===== src/hdl/ffd_pkg.sv =====
// ----------------------------------------------------------------------------
// ffd_pkg
// Shared types, widths and helpers of the feedback flanger delay unit.
// ----------------------------------------------------------------------------
package ffd_pkg;

  // sample and delay formats
  localparam int SB   = 16;             // sample width, signed Q1.15
  localparam int FB   = 8;              // fraction bits of the delay
  localparam int DAW  = 21;             // delay_amount width
  localparam int MDW  = 13;             // max_delay register width
  localparam int SUM_W = SB + 3;        // width of sums before saturation

  // stream packing
  localparam int IN_TDATA_W  = 40;      // SB + DAW, padded to whole bytes
  localparam int OUT_TDATA_W = SB;

  // configuration port
  localparam int CFG_IDX_W  = 1;
  localparam int CFG_DATA_W = 16;
  localparam logic [CFG_IDX_W-1:0] REG_FEEDBACK_GAIN = 1'd0;
  localparam logic [CFG_IDX_W-1:0] REG_MAX_DELAY     = 1'd1;
  localparam logic [MDW-1:0]       MAX_DELAY_RESET   = 13'd8191;

  // result queue
  localparam int OUT_DEPTH = 4;
  localparam int OUT_PTR_W = 2;
  localparam int OUT_CNT_W = 3;

  // control and data handed to the arithmetic stage with the read data
  typedef struct packed {
    logic                 vld;
    logic                 err;
    logic                 fwd1;          // first tap is the entry being written
    logic                 fwd2;          // second tap is the entry being written
    logic [FB-1:0]        frac;
    logic signed [SB-1:0] sample;
  } stage2_t;

  // one result item
  typedef struct packed {
    logic                 err;
    logic signed [SB-1:0] sample;
  } res_t;

  localparam logic signed [SUM_W-1:0] SAT_HI = SUM_W'((1 << (SB - 1)) - 1);
  localparam logic signed [SUM_W-1:0] SAT_LO = -SAT_HI - SUM_W'(1);

  function automatic logic signed [SB-1:0] sat_sample(input logic signed [SUM_W-1:0] v);
    logic signed [SB-1:0] r;
    if (v > SAT_HI) begin
      r = SAT_HI[SB-1:0];
    end else if (v < SAT_LO) begin
      r = SAT_LO[SB-1:0];
    end else begin
      r = v[SB-1:0];
    end
    return r;
  endfunction

endpackage


===== src/hdl/ffd_arith.sv =====
// ----------------------------------------------------------------------------
// ffd_arith
// Feedback write value, linear interpolation and the last-output loop.
// ----------------------------------------------------------------------------
module ffd_arith
  import ffd_pkg::*;
(
  input  logic                 clk,
  input  logic                 rst_n,
  input  stage2_t              s2,
  input  logic signed [SB-1:0] rd1,
  input  logic signed [SB-1:0] rd2,
  input  logic signed [SB-1:0] gain,
  output logic signed [SB-1:0] wr_data,
  output logic                 res_vld,
  output res_t                 res
);

  localparam int PROD_W = FB + SB + 2;

  logic signed [2*SB-1:0]   fbp_r, fbp_nxt;
  logic signed [SB-1:0]     lo_r, lo_nxt;
  logic                     s3_vld_r, s3_err_r;
  logic signed [SB-1:0]     b1_r, b1_nxt;
  logic signed [PROD_W-1:0] prod_r, prod_nxt;

  logic signed [SB-1:0]     wval, b1, b2, y, fb_op;
  logic signed [SB:0]       diff;
  logic signed [SUM_W-1:0]  wsum, ysum;

  // stage 2: write value and interpolation product
  always_comb begin
    wsum     = SUM_W'(s2.sample) + SUM_W'($signed(fbp_r[2*SB-1:SB-1]));
    wval     = sat_sample(wsum);
    b1       = s2.fwd1 ? wval : rd1;
    b2       = s2.fwd2 ? wval : rd2;
    diff     = (SB+1)'(b2) - (SB+1)'(b1);
    prod_nxt = $signed({1'b0, s2.frac}) * diff;
    b1_nxt   = b1;
  end

  assign wr_data = wval;

  // stage 3: output sample, then the next feedback product
  always_comb begin
    ysum    = SUM_W'(b1_r) + SUM_W'($signed(prod_r[PROD_W-1:FB]));
    y       = sat_sample(ysum);
    lo_nxt  = (s3_vld_r && !s3_err_r) ? y : lo_r;
    fb_op   = lo_nxt;
    fbp_nxt = fb_op * gain;
  end

  assign res_vld    = s3_vld_r;
  assign res.err    = s3_err_r;
  assign res.sample = s3_err_r ? '0 : y;

  always_ff @(posedge clk) begin
    if (!rst_n) begin
      s3_vld_r <= 1'b0;
      s3_err_r <= 1'b0;
      lo_r     <= '0;
      fbp_r    <= '0;
    end else begin
      s3_vld_r <= s2.vld;
      s3_err_r <= s2.err;
      lo_r     <= lo_nxt;
      fbp_r    <= fbp_nxt;
    end
  end

  always_ff @(posedge clk) begin
    b1_r   <= b1_nxt;
    prod_r <= prod_nxt;
  end

endmodule


===== config.mk =====
export PLATFORM = sky130hd
export DESIGN_NAME = ffd_arith
export DESIGN_NICKNAME = d
export VERILOG_FILES = /design/src/hdl/ffd_pkg.sv /design/src/hdl/ffd_arith.sv
export SDC_FILE = /design/constraint.sdc
export NUM_CORES = 1
export LEC_CHECK = 0
export ABC_AREA = 1
export ABC_CLOCK_PERIOD_IN_PS = 8100
export BUFFER_PORTS_ARGS = -buffer_cell sky130_fd_sc_hd__buf_2
export CAP_MARGIN = 10
export CELL_PAD_IN_SITES_DETAIL_PLACEMENT = 1
export CELL_PAD_IN_SITES_GLOBAL_PLACEMENT = 2
export CORE_MARGIN = 2
export CORE_UTILIZATION = 35
export CTS_CLUSTER_SIZE = 16
export DETAILED_ROUTE_END_ITERATION = 8
export PLACE_DENSITY = 0.81
export SLEW_MARGIN = 15
export SYNTH_ARGS = -nofsm -noshare
export SYNTH_HDL_FRONTEND = slang
export SYNTH_SLANG_ARGS = --single-unit

===== constraint.sdc =====
create_clock -name clk -period 8.1 [get_ports clk]
set_input_delay 0.81 -clock clk [delete_from_list [all_inputs] [get_ports clk]]
set_output_delay 0.81 -clock clk [all_outputs]
set_load 0.005 [all_outputs]

==> metrics <==
status=finished, violations left; fmax=117.8 MHz; cell mode on critical path=nand2_2; Area contributors post-synth=fa_1 38%, inv_1 12%, ha_1 11%; largest net degree at the start of global routing=26; worst slew pin tran=0.7257 ns; Crit path max-delay family=adder cells; period utilisation layout=104.8%; synthesis-to-layout area growth=26.08%; hold_sp=s2[26]; most common cell in the netlist=inv_1; clock latency at the later pin of the worst-skew pair=0.36 ns; area leader, netlist=fa_1; post-synthesis sequential area ratio=7.045%; die width=240.7 um; drt pass-1 iters=7; Worst slew margin=51.46%; failing checks=negative setup slack; Clock Sinks=69; Cells after Synth=2565; initial core utilization=35.52%; Num CTS Buffers=9; vias=17640; Die ar.=57930 um2; remaining global-route overflow=0; synth unique cells=53; core area=55200 um2; slowest CP cell=fa_1; CTS clk-pin slew, worst paths=0.06 ns; count of flip-flops with a built-in enable after synthesis=0; FP Rows=86; FF-to-FF path depth=52; I/O pin count=112; Final ANT Viol Nets=0; maximum fanout along the worst path=7; hold depth=3; GRT Util Overall=23.52%; Hold Path Class=input port to register; mapped cell area=19610 um2; first-pass GRT wire length=104.5 mm; synthesized area per cell=7.644 um2; # setup viols final=10; # diodes=0; crit path buf inv count=12; Synth top area share=37.88%; chip height=240.7 um; final hold vios=0; Req. time, crit path=8.33 ns; vias in the first global route=19560; flops & latches, synth=69; Via-to-Cell Ratio=4.767; share of cells above drive strength 1=24.52%; initial antenna violation count=1; Post-layout nets=3576; commonest register cell after synthesis=dfxtp_1; ys async rst share=0%; DR WL/cell=18.01 um; endpoint class of the critical path=register; WL final=66.67 mm; DRC violations left=0; kind of critical path=input port to register; Final Critical Period=8.488 ns; IO buf count=111; top cells by count, synth=633 x inv_1, 515 x nand2_1, 371 x fa_1, 291 x nor2_1, 179 x ha_1; setup_tns=-2.707 ns; startpoint types=input port; DP HPWL=58.06 mm; RSZ-0062 raised after global routing=true; RD Place Congestion=0.8849; data arrival time of the worst path=8.72 ns; final slew viol count=0; pre-CTS WS=-1.140 ns; critical path depth=53; Iter 0 DRT Violations=798; CTS root buf=clkbuf_16; Hold WS=0.6346 ns; Critical Path Start=s2[0]; CTS tree=done; Max stage delay on crit path=0.55 ns; final core occ=44.78%; Crit Reg-Reg Startpoint=fbp_r[15]; YS warnings=0; clock tree buffer depth=2; max-cap viol count=0; Final Skew=0.01356 ns; CTS Hold Bufs=0; Post-Syn Nets=3193; final setup margin=-0.3883 ns; H-tree levels=3
through the flow:
step	area, um2	instances
6_report	24720	3701
5_1_grt	24720	3701
4_1_cts	23940	3673
3_5_place_dp	23180	3636
3_3_place_gp	23180	3636
2_1_floorplan	19850	2565
state kept, by name (all words and copies together) (netlist names):
name	flops
b1_r	16
s3_err_r	1
prod_r	18
fbp_r	17
res_vld	1
lo_r	16
area by class of cell:
cell class	count	area, um2
clock buffer	11	252.7
clock inverter	5	82.58
fill	6813	30480
inverter	654	2470
multi-input combinational	1786	16480
sequential	69	1381
tap	748	935.9
timing repair buffer	427	3110
timing repair inverter	1	7.507
cell families (layout without fill, tap and decap cells):
group | Yosys count | after routing | synth area share (%)
XOR/XNOR | 64 | 64 | 2.897
adder cells (fa/ha/maj) | 550 | 550 | 49.30
buffers and inverters | 711 | 1098 | 13.82
AND/OR/NAND/NOR | 933 | 934 | 19.26
flip-flops | 69 | 69 | 7.045
AO/OA/AOI/OAI | 238 | 238 | 7.671
what timing repair did:
item	4_1_cts	5_1_grt
buffers inserted	21	32
gates resized for setup	67	140
pin swaps	63	40
endpoints found under the setup margin	16	33
cloned	0	2
path summary, 6_finish.rpt:
| path | endpoint | slack [ns] |
|---|---|---|
| worst max register to register | prod_r[19] | -0.16 |
| worst max-delay path | prod_r[19] | -0.39 |
| worst min-delay path | s3_err_r | 0.63 |
| worst min register to register | lo_r[4] | 0.65 |
layer usage:
layer	vias to the layer above	wire (um)	track usage [%]	share of wire, %
met4	0	1145	4.047	1.7
li1	8341	-	-	-
met3	61	3063	3.923	4.6
met2	324	32130	39.84	48
met1	8916	30330	31.93	45
met5	-	0	0	0
worst min-delay path: stages:
cell and delay, ns:
buf_2 0.08, nand2_1 0.04, inv_1 0.04
layout by cell type, fill, tap and decap left out, types with 7 or more instances in the layout:
master and instances:
nor3_1 8, clkbuf_16 9, nor2_1 278, a21oi_1 89
dfxtp_1 69, inv_2 35, buf_2 110, a21oi_2 29
buf_12 9, nand4_1 11, buf_6 16, o21ai_0 27
nand2_1 471, xor2_1 35, ha_1 150, fa_2 8
ha_4 24, o21ai_4 11, a21oi_4 10, nand2_4 8
or2_2 18, fa_1 363, nand2_2 55, inv_1 609
nand3_1 42, buf_4 291, o21ai_2 24, nor2_2 12
o21ai_1 7, xnor2_1 27
Power is left out: the tool's default activity adds up to more than one toggle a clock period on the data nets, which glitch-free logic cannot reach.
