**src/hdl/ffd_pkg.sv**
```systemverilog
// ----------------------------------------------------------------------------
// ffd_pkg
// Shared types, widths and helpers of the feedback flanger delay unit.
// ----------------------------------------------------------------------------
package ffd_pkg;

  // sample and delay formats
  localparam int SB   = 16;             // sample width, signed Q1.15
  localparam int FB   = 8;              // fraction bits of the delay
  localparam int DAW  = 21;             // delay_amount width
  localparam int MDW  = 13;             // max_delay register width
  localparam int SUM_W = SB + 3;        // width of sums before saturation

  // stream packing
  localparam int IN_TDATA_W  = 40;      // SB + DAW, padded to whole bytes
  localparam int OUT_TDATA_W = SB;

  // configuration port
  localparam int CFG_IDX_W  = 1;
  localparam int CFG_DATA_W = 16;
  localparam logic [CFG_IDX_W-1:0] REG_FEEDBACK_GAIN = 1'd0;
  localparam logic [CFG_IDX_W-1:0] REG_MAX_DELAY     = 1'd1;
  localparam logic [MDW-1:0]       MAX_DELAY_RESET   = 13'd8191;

  // result queue
  localparam int OUT_DEPTH = 4;
  localparam int OUT_PTR_W = 2;
  localparam int OUT_CNT_W = 3;

  // control and data handed to the arithmetic stage with the read data
  typedef struct packed {
    logic                 vld;
    logic                 err;
    logic                 fwd1;          // first tap is the entry being written
    logic                 fwd2;          // second tap is the entry being written
    logic [FB-1:0]        frac;
    logic signed [SB-1:0] sample;
  } stage2_t;

  // one result item
  typedef struct packed {
    logic                 err;
    logic signed [SB-1:0] sample;
  } res_t;

  localparam logic signed [SUM_W-1:0] SAT_HI = SUM_W'((1 << (SB - 1)) - 1);
  localparam logic signed [SUM_W-1:0] SAT_LO = -SAT_HI - SUM_W'(1);

  function automatic logic signed [SB-1:0] sat_sample(input logic signed [SUM_W-1:0] v);
    logic signed [SB-1:0] r;
    if (v > SAT_HI) begin
      r = SAT_HI[SB-1:0];
    end else if (v < SAT_LO) begin
      r = SAT_LO[SB-1:0];
    end else begin
      r = v[SB-1:0];
    end
    return r;
  endfunction

endpackage

```
**src/hdl/ffd_out_fifo.sv**
```systemverilog
// ----------------------------------------------------------------------------
// ffd_out_fifo
// Small result queue that decouples the pipeline from output stalls.
// ----------------------------------------------------------------------------
module ffd_out_fifo
  import ffd_pkg::*;
(
  input  logic clk,
  input  logic rst_n,
  input  logic wr_en,
  input  res_t wr_item,
  output logic rd_vld,
  input  logic rd_rdy,
  output res_t rd_item
);

  res_t                 mem_r [OUT_DEPTH];
  logic [OUT_PTR_W-1:0] wr_ptr_r, rd_ptr_r;
  logic [OUT_CNT_W-1:0] cnt_r, cnt_nxt;
  logic                 pop;

  assign rd_vld  = (cnt_r != '0);
  assign rd_item = mem_r[rd_ptr_r];
  assign pop     = rd_vld && rd_rdy;

  always_comb begin
    cnt_nxt = cnt_r;
    if (wr_en && !pop) begin
      cnt_nxt = cnt_r + OUT_CNT_W'(1);
    end else if (!wr_en && pop) begin
      cnt_nxt = cnt_r - OUT_CNT_W'(1);
    end
  end

  always_ff @(posedge clk) begin
    if (!rst_n) begin
      wr_ptr_r <= '0;
      rd_ptr_r <= '0;
      cnt_r    <= '0;
    end else begin
      cnt_r <= cnt_nxt;
      if (wr_en) begin
        wr_ptr_r <= wr_ptr_r + OUT_PTR_W'(1);
      end
      if (pop) begin
        rd_ptr_r <= rd_ptr_r + OUT_PTR_W'(1);
      end
    end
  end

  always_ff @(posedge clk) begin
    if (wr_en) begin
      mem_r[wr_ptr_r] <= wr_item;
    end
  end

endmodule

```
**config.mk**
```make
export PLATFORM = sky130hd
export DESIGN_NAME = ffd_out_fifo
export DESIGN_NICKNAME = d
export VERILOG_FILES = /design/src/hdl/ffd_pkg.sv /design/src/hdl/ffd_out_fifo.sv
export SDC_FILE = /design/constraint.sdc
export NUM_CORES = 1
export LEC_CHECK = 0
export ABC_AREA = 0
export BUFFER_PORTS_ARGS = -buffer_cell sky130_fd_sc_hd__buf_4
export CELL_PAD_IN_SITES_DETAIL_PLACEMENT = 1
export CELL_PAD_IN_SITES_GLOBAL_PLACEMENT = 1
export CORE_ASPECT_RATIO = 1.1
export CORE_MARGIN = 3
export CORE_UTILIZATION = 40
export CTS_BUF_LIST = sky130_fd_sc_hd__clkbuf_4 sky130_fd_sc_hd__clkbuf_8
export DETAILED_ROUTE_END_ITERATION = 7
export GPL_ROUTABILITY_DRIVEN = 0
export PLACE_DENSITY = 0.66
export SLEW_MARGIN = 0
export SYNTH_ARGS = -nofsm -noshare
export SYNTH_HDL_FRONTEND = slang
export SYNTH_SLANG_ARGS = --single-unit
```
**constraint.sdc**
```tcl
create_clock -name clk -period 2 [get_ports clk]
set_clock_uncertainty 0.2 [all_clocks]
set_input_delay 0.1 -clock clk [delete_from_list [all_inputs] [get_ports clk]]
set_output_delay 0.1 -clock clk [all_outputs]
set_load 0.005 [all_outputs]
```
==> tab_implementation.tex <==
\begin{tabular}{lr}
\hline
Metric & Value \\
\hline
\multicolumn{2}{l}{\textbf{Outcome}} \\
Run status & complete, but fails checks \\
Violated checks & negative setup slack \\
\multicolumn{2}{l}{\textbf{Pwr}} \\
Leakage & 1.36 nW \\
Total power & 4.17 mW \\
Maximum ir drop on the vdd rail & 0.491 mV \\
Total power per unit cell area & 1090 mW/mm\^{}2 \\
\multicolumn{2}{l}{\textbf{Critical path}} \\
WP data required & 2060 ps \\
Critical Setup Path Class & flop to flop \\
Setup crit end kind & flop \\
CP Data Arrival Time & 2140 ps \\
Number of cells on the worst reg-to-reg path & 7 \\
Reg2reg setup slack & -80 ps \\
Worst Setup Start Kind & flop \\
Maximum fanout count along the critical path & 2 \\
Critical register-to-register path endpoint & cnt\_r[2] \\
Reg-to-reg startpoint & cnt\_r[2] \\
\multicolumn{2}{l}{\textbf{Die}} \\
Area of the die & 0.00847 sq mm \\
Number of rows created at floorplan & 32 \\
Area of the placeable core & 0.00709 sq mm \\
Starting density of the core & 41.8\% \\
Count of boundary I/O pins & 39 \\
Horizontal die dimension & 88.0 microns \\
Vert. Die Dim & 96.2 microns \\
\multicolumn{2}{l}{\textbf{Min path}} \\
Min-delay worst type & input pin to flop \\
Destination of the worst hold path & rd\_ptr\_r[1] \\
Hold Crit Depth & 4 \\
Startpoint of the lowest-slack hold path & rd\_rdy \\
\multicolumn{2}{l}{\textbf{Logic synthesis}} \\
Synthesis warning total & 0 \\
Gate Count Post-Synth & 131 \\
Fraction of the mapped netlist area in adder cells & 2.79\% \\
Simple-gate share of the synthesized area & 2.75\% \\
Fraction of synthesized area in multiplexers & 14.5\% \\
Synth Net Count & 158 \\
Avg Inst Size Synth & 22.6 sq um \\
Area of the mapped netlist & 0.00296 sq mm \\
Complex-gate fraction of the synthesized area & 1.69\% \\
Number of unique standard cell types used by synthesis & 20 \\
Count of state elements after synthesis & 77 \\
Sequential area share after synthesis & 75.0\% \\
Combinational family with the most area after synthesis & multiplexers \\
Fraction of synthesized cell area in xor and xnor cells & 1.48\% \\
\multicolumn{2}{l}{\textbf{Placement}} \\
Half-perimeter wire length after detailed placement & 3350 microns \\
Port-buffer cells & 38 \\
Post-placement setup slack & -84.7 ps \\
Number of cells in the design after placement & 258 \\
\multicolumn{2}{l}{\textbf{Clock network}} \\
Number of CTS-inserted buffers & 9 \\
Later-pin clock latency in the skew report & 340 ps \\
Number of levels in the clock H-tree & 3 \\
CTS tree & done \\
Clk buf depth & 2 \\
Clock-pin transition on the worst setup and hold timing paths & 80 ps \\
Clock Sinks & 77 \\
Root buf cell & clkbuf\_8 \\
\multicolumn{2}{l}{\textbf{GRT}} \\
Number of global-route vias before repair & 1656 \\
Residual overflow from global routing & 0 \\
GRT Overall Usage & 14.1\% \\
Initial antenna violation count & 0 \\
Wire length of the first global-routing pass & 8340 microns \\
Pin count of the biggest net entering global routing & 18 \\
\multicolumn{2}{l}{\textbf{STA}} \\
Number of max-slew violations in the final report & 0 \\
Peak Freq & 482 MHz \\
Tightest Pin Transition & 503 ps \\
Final Hold Viols & 0 \\
Share of the clock period used by the worst path & 104\% \\
Final critical-path setup slack & -76.1 ps \\
Final Critical Period & 2080 ps \\
Total negative setup slack & -76.1 ps \\
Setup violation total in the final timing report & 1 \\
Setup repair after global routing missed its margin & yes \\
Max-Slew Margin vs Limit & 66.4\% \\
\multicolumn{2}{l}{\textbf{Final layout}} \\
Share of post-route cells with drive strength above 1 & 39.0\% \\
Non-filler cells, final & 295 \\
Post-synthesis to final-layout area growth & 28.7\% \\
Diodes inserted & 0 \\
Utilization of the core after routing & 53.8\% \\
Net count, final & 233 \\
\multicolumn{2}{l}{\textbf{Routing}} \\
Drt first-iter violations & 48 \\
Final WL & 5500 microns \\
Post-detailed-route DRC marker count & 0 \\
Via count & 1482 \\
First-pass iteration count of the detailed router & 4 \\
Vias per cell & 5.02 \\
Final ANT Viol Nets & 0 \\
Average routed wire per standard cell & 18.6 microns \\
\multicolumn{2}{l}{\textbf{Run}} \\
Max-cap violations & 0 \\
\hline
\end{tabular}
## layer usage
layer	global-route usage, %	part of all wire (%)	vias to the layer above
met5	0	0	-
li1	-	-	683
met4	6.30	2.0	0
met2	25.8	53	38
met1	14.4	40	750
met3	4.79	4.1	11
## cells by family after synthesis
group | count (synthesis)
buffers and inverters | 7
DFF | 77
and+or+nand+nor | 13
xor gates and xnor gates | 5
AOI/OAI and AO/OA | 4
muxes | 19
adders and majority gates | 6
## state kept, by name, indices dropped and copies added, names as in the netlist, named ones only
signal	flops
mem_r	68
wr_ptr_r	2
cnt_r	3
rd_ptr_r	2
## how the worst max path moves through the flow
stage,start,endpoint,slack (ps),cells past startpoint
after floorplan,cnt_r[0],cnt_r[2],5,7
after global placement,cnt_r[2],cnt_r[2],40,7
after detailed placement,cnt_r[2],cnt_r[2],-80,7
after CTS,cnt_r[2],cnt_r[2],-80,7
after global routing,cnt_r[2],cnt_r[2],-130,7
final,cnt_r[2],cnt_r[2],-80,7
## cells in the mapped netlist
| cell | n | area, sq um |
|---|---|---|
| a21boi_0 | 1 | 7.51 |
| xor2_1 | 2 | 17.5 |
| buf_6 | 1 | 11.3 |
| or3_1 | 2 | 12.5 |
| and2_1 | 9 | 56.3 |
| buf_2 | 2 | 10.0 |
| o311ai_2 | 1 | 16.3 |
| xnor2_1 | 3 | 26.3 |
| nor2b_1 | 2 | 12.5 |
| mux4_1 | 7 | 184 |
| dfxtp_1 | 9 | 180 |
| ha_1 | 5 | 62.6 |
| mux2i_1 | 2 | 20.0 |
| inv_1 | 3 | 11.3 |
| o21ai_0 | 1 | 5.00 |
| buf_12 | 1 | 20.0 |
| o31ai_4 | 1 | 21.3 |
| edfxtp_1 | 68 | 2040 |
| fa_1 | 1 | 20.0 |
| mux4_2 | 10 | 225 |
## stage by stage
stage               hold slack, ps  instance area [sq um]
global placement              98.6                   3390
global route                  36.2                   3810
CTS                           15.6                   3770
detailed placement             104                   3390
finish                        32.1                   3810
floorplan                    -1.13                   2970
## critical path, stage by stage (launching register included)
cell and delay (ps):
dfxtp_2 340, o31ai_4 260, ha_2 220, inv_1 50, fa_2 330, xor2_1 170, or3_1 320, a21boi_1 120
## report_power, final
| group | total [mW] | switching (mW) | internal, mW |
|---|---|---|---|
| sequential | 1.95 | 0.0672 | 1.88 |
| clock | 1.09 | 0.530 | 0.556 |
| combinational | 1.13 | 0.433 | 0.699 |
| total | 4.17 | 1.03 | 3.14 |
## cells in the final DEF, fill, tap and decap left out
cell           count
mux4_1             7
buf_12             1
and2_2             3
dfxtp_2            1
bufinv_16          1
clkinvlp_4         1
and2_1             6
mux4_2            10
xor2_1             2
clkinv_1           2
dfxtp_1            6
clkbuf_16          1
a21boi_1           1
fa_2               1
o21ai_0            1
or3_1              2
ha_1               4
ha_2               1
o31ai_4            1
buf_4             47
o311ai_2           1
edfxtp_1          68
clkinv_2           2
mux2i_1            2
nor2b_1            2
inv_1              3
dlygate4sd3_1     19
dfxtp_4            2
xnor2_1            3
clkbuf_8           9
## cell type report
| class | instances | area (sq um) |
|---|---|---|
| multi-input cells | 47 | 696 |
| flip-flops and latches | 77 | 2230 |
| clock buffers | 9 | 124 |
| fillers | 646 | 3280 |
| inverters | 3 | 11.3 |
| clock inverters | 6 | 55.1 |
| well taps | 85 | 106 |
| repair buffers | 68 | 588 |
## repair_timing
| action | in CTS | in global routing |
|---|---|---|
| endpoints found under the hold margin | 77 | 0 |
| pin swaps | 1 | 1 |
| resized for setup | 0 | 5 |
| gates cloned | 0 | 1 |
| endpoints found under the setup margin | 1 | 54 |
| buffers inserted | 1 | 1 |
| hold buffers | 19 | 0 |
(Power assumes the default switching activity.)
